--- config.mk ---
export PLATFORM = sky130hd
export DESIGN_NAME = imu_complementary_filter_core
export DESIGN_NICKNAME = d
export VERILOG_FILES = /design/src/imucf_pkg.sv /design/src/imu_complementary_filter_core.sv
export VERILOG_INCLUDE_DIRS = /design/src /design/src/src
export SDC_FILE = /design/constraint.sdc
export NUM_CORES = 2
export LEC_CHECK = 0
export ABC_CLOCK_PERIOD_IN_PS = 47200
export BUFFER_PORTS_ARGS = -buffer_cell sky130_fd_sc_hd__clkbuf_2
export CORE_UTILIZATION = 50
export CTS_CLUSTER_DIAMETER = 60
export DETAILED_ROUTE_END_ITERATION = 12
export PLACE_DENSITY_LB_ADDON = 0.15
export SLEW_MARGIN = 0
export SYNTH_ARGS = -nofsm -noshare
export SYNTH_HDL_FRONTEND = slang
export SYNTH_SLANG_ARGS = --single-unit
--- constraint.sdc ---
create_clock -name i_clk -period 47.2 [get_ports i_clk]
set_input_delay 4.72 -clock i_clk [delete_from_list [all_inputs] [get_ports i_clk]]
set_output_delay 4.72 -clock i_clk [all_outputs]
set_load 0.05 [all_outputs]
--- src/imu_complementary_filter_core_macros.svh ---
// ----------------------------------------------------------------------------
// IMU complementary filter assertion macros
// Shared concurrent assertion forms, clocked on i_clk, off during reset.
// ----------------------------------------------------------------------------
`ifndef IMU_COMPLEMENTARY_FILTER_CORE_MACROS_SVH
`define IMU_COMPLEMENTARY_FILTER_CORE_MACROS_SVH

// Same-cycle implication.
`define IMUCF_ASSERT_NOW(label, pre, post) \
    label: assert property (@(posedge i_clk) disable iff (!i_rst_n) (pre) |-> (post)) \
        else $error("imucf assertion failed");

// Next-cycle implication.
`define IMUCF_ASSERT_NEXT(label, pre, post) \
    label: assert property (@(posedge i_clk) disable iff (!i_rst_n) (pre) |=> (post)) \
        else $error("imucf assertion failed");

`endif

--- src/imucf_pkg.sv ---
// ----------------------------------------------------------------------------
// IMU complementary filter package
// Sequencer states, register indexes and datapath widths.
// ----------------------------------------------------------------------------
`timescale 1ns / 1ps

package imucf_pkg;

    localparam int W_WORD    = 16;
    localparam int W_OUT     = 32;
    localparam int NUM_CFG   = 8;
    localparam int W_CFG_IDX = 3;
    localparam int NUM_HELD  = 6;
    localparam int NUM_AVG   = 6;

    // shared multiplier: 17-bit signed gain/step times 34-bit signed operand
    localparam int W_MUL_A = 17;
    localparam int W_MUL_B = 34;
    localparam int W_PROD  = W_MUL_A + W_MUL_B;
    localparam int W_SUM   = W_PROD + 1;
    localparam int GAIN_SHIFT = 15;

    // register indexes
    localparam logic [W_CFG_IDX-1:0] CFG_GYRO_WEIGHT   = 3'd0;
    localparam logic [W_CFG_IDX-1:0] CFG_ACCEL_WEIGHT  = 3'd1;
    localparam logic [W_CFG_IDX-1:0] CFG_TIME_STEP     = 3'd2;
    localparam logic [W_CFG_IDX-1:0] CFG_ACC_ROLL_OFS  = 3'd3;
    localparam logic [W_CFG_IDX-1:0] CFG_ACC_PITCH_OFS = 3'd4;
    localparam logic [W_CFG_IDX-1:0] CFG_GYR_PITCH_OFS = 3'd5;
    localparam logic [W_CFG_IDX-1:0] CFG_GYR_ROLL_OFS  = 3'd6;
    localparam logic [W_CFG_IDX-1:0] CFG_GYR_YAW_OFS   = 3'd7;

    // held word slots
    localparam int H_ACC_ROLL  = 0;
    localparam int H_ACC_PITCH = 1;
    localparam int H_ACC_VERT  = 2;
    localparam int H_GYR_PITCH = 3;
    localparam int H_GYR_ROLL  = 4;
    localparam int H_GYR_YAW   = 5;

    typedef enum logic [2:0] {
        S_IDLE,
        S_RATE,
        S_GAIN,
        S_ACC,
        S_FUSE,
        S_AVG,
        S_DONE
    } t_state;

endpackage

--- src/imu_complementary_filter_core.sv ---
// ----------------------------------------------------------------------------
// IMU complementary filter core
// Calibrates gyro/accel words, fuses pitch and roll, keeps six running
// averages; the fusion products all share one multiplier.
// ----------------------------------------------------------------------------
// Usage:
//   Input channel (i_valid / o_stall) moves one sample-period word: a fresh
//   flag and six raw sensor words. Output channel (o_valid / i_stall) moves
//   one result word of eight signed Q24.8 values.
//   From accept to o_valid each word goes through the rate product, gyro
//   gain and accel gain products, then sum and saturate, for pitch then
//   roll, then averaging and the output load. The block takes one word at
//   a time; o_stall is high from accept until the result is loaded into
//   the output register, so a new word is taken only after the last
//   result has been loaded.
//   The output register holds a result while i_stall is high; the next word
//   may be accepted and worked on meanwhile, and its result waits in the
//   sequencer until the register is free.
//   Reset (i_rst_n low, synchronous) clears registers, held words, angles
//   and averages to zero and drops any pending result.
//   Configuration writes (i_cfg_we) must come only while the block is idle.
// ----------------------------------------------------------------------------
`timescale 1ns / 1ps

`include "imu_complementary_filter_core_macros.svh"

module imu_complementary_filter_core
    import imucf_pkg::*;
#(
    parameter int FRACTION_BITS = 8
) (
    input  logic                        i_clk,
    input  logic                        i_rst_n,

    input  logic                        i_cfg_we,
    input  logic [W_CFG_IDX-1:0]        i_cfg_index,
    input  logic [W_WORD-1:0]           i_cfg_data,

    input  logic                        i_valid,
    output logic                        o_stall,
    input  logic                        i_fresh_sample,
    input  logic signed [W_WORD-1:0]    i_accel_x,
    input  logic signed [W_WORD-1:0]    i_accel_y,
    input  logic signed [W_WORD-1:0]    i_accel_z,
    input  logic signed [W_WORD-1:0]    i_gyro_x,
    input  logic signed [W_WORD-1:0]    i_gyro_y,
    input  logic signed [W_WORD-1:0]    i_gyro_z,

    output logic                        o_valid,
    input  logic                        i_stall,
    output logic signed [W_OUT-1:0]     o_fused_pitch,
    output logic signed [W_OUT-1:0]     o_fused_roll,
    output logic signed [W_OUT-1:0]     o_avg_accel_pitch,
    output logic signed [W_OUT-1:0]     o_avg_accel_roll,
    output logic signed [W_OUT-1:0]     o_avg_accel_vertical,
    output logic signed [W_OUT-1:0]     o_avg_gyro_pitch,
    output logic signed [W_OUT-1:0]     o_avg_gyro_roll,
    output logic signed [W_OUT-1:0]     o_avg_gyro_yaw
);

    localparam int RATE_SHIFT = W_WORD - FRACTION_BITS;

    t_state                    r_state, n_state;
    logic                      r_axis;
    logic [W_WORD-1:0]         r_cfg   [NUM_CFG];
    logic [W_WORD-1:0]         r_held  [NUM_HELD];
    logic signed [W_OUT-1:0]   r_fused [2];
    logic signed [W_OUT-1:0]   r_avg   [NUM_AVG];
    logic signed [W_PROD-1:0]  r_prod;
    logic signed [W_PROD-1:0]  r_acc;
    logic                      r_out_valid;

    logic                      w_in_accept;
    logic                      w_out_free;
    logic signed [W_MUL_A-1:0] w_mul_a;
    logic signed [W_MUL_B-1:0] w_mul_b;
    logic signed [W_PROD-1:0]  w_prod;
    logic signed [W_PROD-1:0]  w_rate_term;
    logic signed [W_MUL_B-1:0] w_inner;
    logic [W_WORD-1:0]         w_rate_word;
    logic [W_WORD-1:0]         w_acc_word;
    logic signed [W_OUT-1:0]   w_angle;
    logic signed [W_SUM-1:0]   w_sum;
    logic signed [W_SUM-1:0]   w_shifted;
    logic signed [W_OUT-1:0]   w_fused_sat;
    logic signed [W_OUT-1:0]   w_avg_x [NUM_AVG];
    logic signed [W_OUT-1:0]   w_avg_new [NUM_AVG];

    assign w_in_accept = i_valid && !o_stall;
    assign w_out_free  = !r_out_valid || !i_stall;
    assign o_valid     = r_out_valid;

    // operands of the axis under work
    assign w_rate_word = r_axis ? r_held[H_GYR_ROLL] : r_held[H_GYR_PITCH];
    assign w_acc_word  = r_axis ? r_held[H_ACC_ROLL] : r_held[H_ACC_PITCH];
    assign w_angle     = r_axis ? r_fused[1] : r_fused[0];

    assign w_rate_term = r_prod >>> RATE_SHIFT;
    assign w_inner     = $signed({{(W_MUL_B-W_OUT){w_angle[W_OUT-1]}}, w_angle})
                       + w_rate_term[W_MUL_B-1:0];

    always_comb begin
        w_mul_a = '0;
        w_mul_b = '0;
        case (r_state)
            S_RATE: begin
                w_mul_a = $signed({1'b0, r_cfg[CFG_TIME_STEP]});
                w_mul_b = $signed({{(W_MUL_B-W_WORD){w_rate_word[W_WORD-1]}}, w_rate_word});
            end
            S_GAIN: begin
                w_mul_a = $signed({1'b0, r_cfg[CFG_GYRO_WEIGHT]});
                w_mul_b = w_inner;
            end
            S_ACC: begin
                w_mul_a = $signed({1'b0, r_cfg[CFG_ACCEL_WEIGHT]});
                w_mul_b = $signed({{(W_MUL_B-W_WORD){w_acc_word[W_WORD-1]}}, w_acc_word});
            end
            default: begin
                w_mul_a = '0;
                w_mul_b = '0;
            end
        endcase
    end

    assign w_prod = w_mul_a * w_mul_b;

    // gyro path plus scaled accel path, floor by 2^15, clamp to 32 bits
    assign w_sum     = $signed({r_acc[W_PROD-1], r_acc})
                     + ($signed({r_prod[W_PROD-1], r_prod}) <<< FRACTION_BITS);
    assign w_shifted = w_sum >>> GAIN_SHIFT;

    always_comb begin
        if (&w_shifted[W_SUM-1:W_OUT-1] || ~|w_shifted[W_SUM-1:W_OUT-1]) begin
            w_fused_sat = w_shifted[W_OUT-1:0];
        end else if (w_shifted[W_SUM-1]) begin
            w_fused_sat = {1'b1, {(W_OUT-1){1'b0}}};
        end else begin
            w_fused_sat = {1'b0, {(W_OUT-1){1'b1}}};
        end
    end

    // running average inputs
    always_comb begin
        w_avg_x[0] = r_fused[0];
        w_avg_x[1] = r_fused[1];
        for (int k = 2; k < NUM_AVG; k++) begin
            w_avg_x[k] = $signed({{(W_OUT-W_WORD){r_held[k][W_WORD-1]}}, r_held[k]})
                       <<< FRACTION_BITS;
        end
        for (int k = 0; k < NUM_AVG; k++) begin
            w_avg_new[k] = W_OUT'(($signed({r_avg[k][W_OUT-1], r_avg[k]})
                         + $signed({w_avg_x[k][W_OUT-1], w_avg_x[k]})) >>> 1);
        end
    end

    always_ff @(posedge i_clk) begin
        if (!i_rst_n) begin
            r_state <= S_IDLE;
        end else begin
            r_state <= n_state;
        end
    end

    always_comb begin
        n_state = r_state;
        o_stall = 1'b1;
        case (r_state)
            S_IDLE: begin
                o_stall = 1'b0;
                if (i_valid) begin
                    n_state = S_RATE;
                end
            end
            S_RATE: n_state = S_GAIN;
            S_GAIN: n_state = S_ACC;
            S_ACC:  n_state = S_FUSE;
            S_FUSE: n_state = r_axis ? S_AVG : S_RATE;
            S_AVG:  n_state = S_DONE;
            S_DONE: begin
                if (w_out_free) begin
                    n_state = S_IDLE;
                end
            end
            default: n_state = S_IDLE;
        endcase
    end

    always_ff @(posedge i_clk) begin
        if (!i_rst_n) begin
            r_axis      <= 1'b0;
            r_out_valid <= 1'b0;
            for (int k = 0; k < NUM_CFG; k++) begin
                r_cfg[k] <= '0;
            end
            for (int k = 0; k < NUM_HELD; k++) begin
                r_held[k] <= '0;
            end
            for (int k = 0; k < NUM_AVG; k++) begin
                r_avg[k] <= '0;
            end
            r_fused[0] <= '0;
            r_fused[1] <= '0;
        end else begin
            if (i_cfg_we) begin
                r_cfg[i_cfg_index] <= i_cfg_data;
            end

            if (w_in_accept) begin
                r_axis <= 1'b0;
                // latch calibrated words, wrap at 16 bits; vertical accel raw
                if (i_fresh_sample) begin
                    r_held[H_ACC_ROLL]  <= i_accel_x - r_cfg[CFG_ACC_ROLL_OFS];
                    r_held[H_ACC_PITCH] <= i_accel_y - r_cfg[CFG_ACC_PITCH_OFS];
                    r_held[H_ACC_VERT]  <= i_accel_z;
                    r_held[H_GYR_PITCH] <= i_gyro_x - r_cfg[CFG_GYR_PITCH_OFS];
                    r_held[H_GYR_ROLL]  <= i_gyro_y - r_cfg[CFG_GYR_ROLL_OFS];
                    r_held[H_GYR_YAW]   <= i_gyro_z - r_cfg[CFG_GYR_YAW_OFS];
                end
            end

            if (r_state == S_FUSE) begin
                r_fused[r_axis] <= w_fused_sat;
                r_axis          <= 1'b1;
            end

            if (r_state == S_AVG) begin
                for (int k = 0; k < NUM_AVG; k++) begin
                    r_avg[k] <= w_avg_new[k];
                end
            end

            if (r_state == S_DONE && w_out_free) begin
                r_out_valid <= 1'b1;
            end else if (!i_stall) begin
                r_out_valid <= 1'b0;
            end
        end
    end

    // multiplier pipeline and output payload
    always_ff @(posedge i_clk) begin
        r_prod <= w_prod;
        if (r_state == S_ACC) begin
            r_acc <= r_prod;
        end
        if (r_state == S_DONE && w_out_free) begin
            o_fused_pitch        <= r_fused[0];
            o_fused_roll         <= r_fused[1];
            o_avg_accel_pitch    <= r_avg[0];
            o_avg_accel_roll     <= r_avg[1];
            o_avg_accel_vertical <= r_avg[2];
            o_avg_gyro_pitch     <= r_avg[3];
            o_avg_gyro_roll      <= r_avg[4];
            o_avg_gyro_yaw       <= r_avg[5];
        end
    end

    `IMUCF_ASSERT_NEXT(a_accept_starts_pitch, w_in_accept, r_state == S_RATE && !r_axis)
    `IMUCF_ASSERT_NEXT(a_roll_fuse_to_avg, r_state == S_FUSE && r_axis, r_state == S_AVG)
    `IMUCF_ASSERT_NEXT(a_done_waits, r_state == S_DONE && !w_out_free, r_state == S_DONE)
    `IMUCF_ASSERT_NEXT(a_done_loads, r_state == S_DONE && w_out_free,
                       o_valid && r_state == S_IDLE)

endmodule

; Word-level counts from Yosys, hierarchy flattened
; Memories as Yosys holds them, arrays and structs flattened.
; Cells that the tools add are included.
[word_totals]
reg_bits = 363
mem_bits_rw = 480
input_bits = 121
output_inout_bits = 258
elab_cells = 114
n_memories = 4
[classes]
addsub = 13
multipliers = 1
eq_ne = 9
n_mux = 48
bitwise = 12
n_reduce_logical = 14
[mem_list]
columns = name, depth, width, rd, rd_clocked_by_memory_dff, write_ports, line
row1 = r_avg, 6, 32, 6, 0, 6, imu_complementary_filter_core.sv:68  ; logic signed [W_OUT-1:0] r_avg [NUM_AVG];
row2 = r_cfg, 8, 16, 8, 0, 8, imu_complementary_filter_core.sv:65  ; logic [W_WORD-1:0] r_cfg [NUM_CFG];
row3 = r_held, 6, 16, 6, 0, 6, imu_complementary_filter_core.sv:66  ; logic [W_WORD-1:0] r_held [NUM_HELD];
row4 = r_fused, 2, 32, 2, 0, 2, imu_complementary_filter_core.sv:67  ; logic signed [W_OUT-1:0] r_fused [2];
[ops]
columns = op, count
row1 = $mux 32, 10
row2 = $mux 16, 9
row3 = $add 32x24->33, 4
row4 = $pmux 34 s3, 1
row5 = $sub 16x16->16, 5
row6 = $add 32x32->33, 2
row7 = $add 51x52->52, 1
row8 = $mul 17x34->51, 1
row9 = $pmux 16 s3, 1
row10 = $add 34x34->34, 1
row11 = $reduce_or 32->1, 1
row12 = $mux 1, 22
row13 = $pmux 3 s7, 1
row14 = $reduce_or 16->1, 1
row15 = $mux 3, 4
row16 = $or 1x1->1, 12
row17 = $eq 3x3->1 const B, 3
row18 = $eq 3x2->1 const B, 2
row19 = $reduce_and 6->1, 1
row20 = $reduce_or 6->1, 1
row21 = $ne 2x2->1 const B, 2
row22 = $eq 3x1->1 const B, 1
row23 = $logic_not 1->1, 3
row24 = $logic_not 3->1, 1
row25 = 5 further kinds, 7

; Logic depth before layout (Yosys ltp)
[depth]
word_depth = 6
mapped_depth = 43
depth_no_buf = 38

; Worst setup path after synthesis
; No wires, ideal clock.
[synth_path]
path_kind = input to register
startpoint = input i_stall
endpoint = register o_avg_accel_pitch[0] (read register of r_avg), enable pin
setup_ps = 958
arrival_ps = 17006
t_required_ps = 46242
slack_ps = 29236
cell_stages = 1
path_cell_list = a21oi_1
[synth_between]
elab_chain_cells = 3
[synth_lines]
columns = element, line
row1 = "start, declared", imu_complementary_filter_core.sv:50  ; input logic i_stall,
row2 = $logic_not 1->1, n/a
row3 = $logic_or 1x1->1, imu_complementary_filter_core.sv:90  ; assign w_out_free = !r_out_valid || !i_stall;
row4 = $logic_and 1x1->1, imu_complementary_filter_core.sv:246  ; if (r_state == S_DONE && w_out_free) begin
row5 = "end, declared", imu_complementary_filter_core.sv:53  ; output logic signed [W_OUT-1:0] o_avg_accel_pitch,
; No other way between the ends.
; A chain may end at the register's enable or synchronous reset.

; Final worst setup path
[layout_path]
startpoint = register r_axis
endpoint = register r_prod[47]
[layout_between]
elab_chain_cells = 4
elab_cells_between_ends = 6
[layout_lines]
columns = element, line
row1 = "start, declared", imu_complementary_filter_core.sv:64  ; logic r_axis;
row2 = "start signal, assigned", imu_complementary_filter_core.sv:190  ; r_axis <= 1'b0;
row3 = "start signal, assigned", imu_complementary_filter_core.sv:209  ; r_axis <= 1'b0;
row4 = "start signal, assigned", imu_complementary_filter_core.sv:223  ; r_axis <= 1'b1;
row5 = $mux 32, imu_complementary_filter_core.sv:96  ; assign w_angle = r_axis ? r_fused[1] : r_fused[0];
row6 = $add 34x34->34, imu_complementary_filter_core.sv:100  ; + w_rate_term[W_MUL_B-1:0];
row7 = $pmux 34 s3 *, imu_complementary_filter_core.sv:105  ; case (r_state)
row8 = $mul 17x34->51 *, imu_complementary_filter_core.sv:125  ; assign w_prod = w_mul_a * w_mul_b;
row9 = net w_prod[47], imu_complementary_filter_core.sv:77  ; logic signed [W_PROD-1:0] w_prod;
row10 = "end signal, assigned", imu_complementary_filter_core.sv:242  ; r_prod <= w_prod;
row11 = "end, declared", imu_complementary_filter_core.sv:69  ; logic signed [W_PROD-1:0] r_prod;
; The timed path passes the listed nets; every way through them passes the cells marked *.

==> metrics.yaml <==
cts-buffers-inserted: 94
total_leakage_power_nw: 30.09
clock_path_buffers: 3
yosys_register_bits: 835
crit_top_cell: "fa_1"
hold_viol: 0
netlist_top_cells_count: "inv_1 (785), edfxtp_1 (779), nand2_1 (537)"
worst_slack_ps: 36700
synthTopCellsByArea: "edfxtp_1 (38%), fa_1 (17%), ha_1 (8.7%)"
grtUsageTotal: 0.2647
cts_tree: "done"
setup_viol: 0
rr_startpoint: "r_axis"
dr.pass1.iters: 7
synth.avg_cell_area_sq_um: 10.65
yosysSeqAreaShare: 0.3965
grt_util_met2: 0.4211
synth.cell_area_sq_um: 61820
syn-num-nets: 6882
crit_start: "r_axis"
drive_above_1_share: 0.1119
cap_violations: 0
gr-max-usage-layer: "met2"
dp.cells: 7678
vias: 43650
synth_largest_area_cell: "edfxtp_1"
synth_cells: 5806
period_share: 0.2224
max-slew-margin-rel: 0.1143
min_path_type: "flip-flop to flip-flop"
power_density_nw_per_um2: 34.01
ant_nets: 0
dp_slack_ps: 36830
yosysUniqueCellTypes: 88
grt_max_degree: 138
dpl.hpwl_mm: 125.0
cp_slowest_stage_delay_ps: 750
drv_slew: 0
cts.clk_slew.worst_paths_ps: 60
viasPerCell: 5.557
status: "finished clean"
area_growth_pct: 11.20
max_freq_mhz: 95.27
crit_required_ps: 47740
grt_pass1_wl_mm: 255.2
tns_ps: 0
post_drt_wl_per_cell_microns: 21.01
start_util: 0.5059
critPathCaptureType: "flip-flop"
reg2reg_depth: 34
worst_pin_slew_ps: 1329
wl_mm: 165.0
synthArstFlopShare: 0
clkSinkCount: 835
use_met3: 0.03918
yosysWarnings: 0
reg2reg_slack_ps: 36700
finalNonFillerCells: 7855
io_pins: 379
antenna_found_initial: 10
synth_most_common_cell: "inv_1"
synthDominantCellAreaShare: 0.3784
startpoint_type: "flip-flop"
postCtsResizedCells: 0
rsz0062_at_grt: "false"
worstReg2RegEnd: "r_prod[47]"
cts_hold_buffers: 0
grt_overflow: 0
fin_area_sq_um: 68750
clk_latency_ps: 720
grtUsageMet1: 0.3748
cts-root-buf: "clkbuf_16"
crit_slowest_cell: "o31ai_1"
placed_area_sq_um: 65660
die_w_microns: 353.6
cp.arrival_ps: 11040
fin_skew_ps: 69.59
fp.coreArea_sq_um: 122200
cp_max_fo: 34
period_minus_slack_ps: 10500
drt_iter0_drc: 3680
htree_levels: 3
gp_congestion: 0.9255
synth_edf_count: 779
postCtsSetupRepairBufs: 0
total_power_mw: 2.338
die_area_sq_um: 125100
nets: 7225
synth_ff_type: "edfxtp_1"
critPathKind: "flip-flop to flip-flop"
setup.worst_path.end: "r_prod[47]"
rows: 128
port-buffer-count: 378
die_h_microns: 353.6
ir_worst_vdd_uv: 30.51
grt_pass1_vias: 43600
drc_errors: 0
per-stage QoR:
stage,utilization,hold WS (ps)
after CTS,0.5626,397.3
after floorplan,-,385.5
after global placement,0.5374,388.1
after global routing,0.5626,400.0
after detailed placement,0.5374,388.7
final,0.5626,395.7
flip-flops by register name, summed over array words and instances, names as in the netlist, 43 cells and up:
signal and cells:
r_acc 43, r_avg 192, r_cfg 128, r_fused 64
r_held 96, r_prod 51
placed cells by master, fill, tap and decap left out, types with 42 or more instances in the layout:
cell type  synthesis  routed
inv_1            785     785
edfxtp_1         779     779
nand2_1          537     535
fa_1             523     523
nor2_1           475     468
ha_1             432     432
clkbuf_2           0     378
and2_1           247     247
a21oi_1          255     243
o21ai_0          155     149
xnor2_1          145     144
a21o_1           127     127
nor3_1           118     118
xor2_1           115     115
clkbuf_16          0      96
nor2b_1           88      87
nand2b_1          69      69
a211oi_1          62      62
nand3_1           60      59
dfxtp_1           56      54
buf_4              0      54
mux2_2            50      50
nor3b_1           42      42
worst max-delay path, delay by kind of cell, from the launching register on:
| family | cells | cell delay (ps) |
|---|---|---|
| compound gates | 17 | 4420 |
| xor+xnor | 2 | 500 |
| flops | 1 | 640 |
| fa+ha+maj | 8 | 3780 |
| mux | 1 | 410 |
| simple gates | 3 | 410 |
| buf+inv | 3 | 150 |
routing by layer:
layer	wire length [microns]	vias up
met4	4859	0
met5	0	-
met2	75740	1480
met3	11390	250
li1	-	20330
met1	73050	21590
final cells by class:
class / count / area, sq um
Tap cell: 1625 / 2033
Clock buffer: 123 / 2514
Inverter: 785 / 2947
Antenna cell: 1 / 2.502
Sequential cell: 835 / 24520
Multi-Input combinational cell: 4000 / 33850
Fill cell: 10560 / 53450
Timing Repair Buffer: 433 / 2317
Clock inverter: 53 / 570.5
how the worst min path moves through the flow:
stage,startpoint,end,slack [ps],cells past startpoint
global placement,r_prod[47],r_acc[47],390,0
floorplan,r_prod[44],r_acc[44],390,0
global route,r_prod[44],r_acc[44],400,0
finish,r_prod[44],r_acc[44],400,0
detailed placement,r_prod[48],r_acc[48],390,0
CTS,r_prod[44],r_acc[44],400,0
power breakdown:
part	switching, mW	total, mW	internal, mW
logic	0.460	0.725	0.264
registers	0.0351	0.889	0.854
clock network	0.306	0.725	0.418
total	0.802	2.34	1.54
kinds of logic after synthesis:
| kind of cell | share of synthesized area |
|---|---|
| fa+ha+maj | 0.2569 |
| simple gates | 0.1370 |
| buf+inv | 0.05930 |
| flops | 0.3965 |
| mux | 0.01481 |
| xor+xnor | 0.03746 |
| compound gates | 0.09799 |
Power figures use the tool's default switching activity.
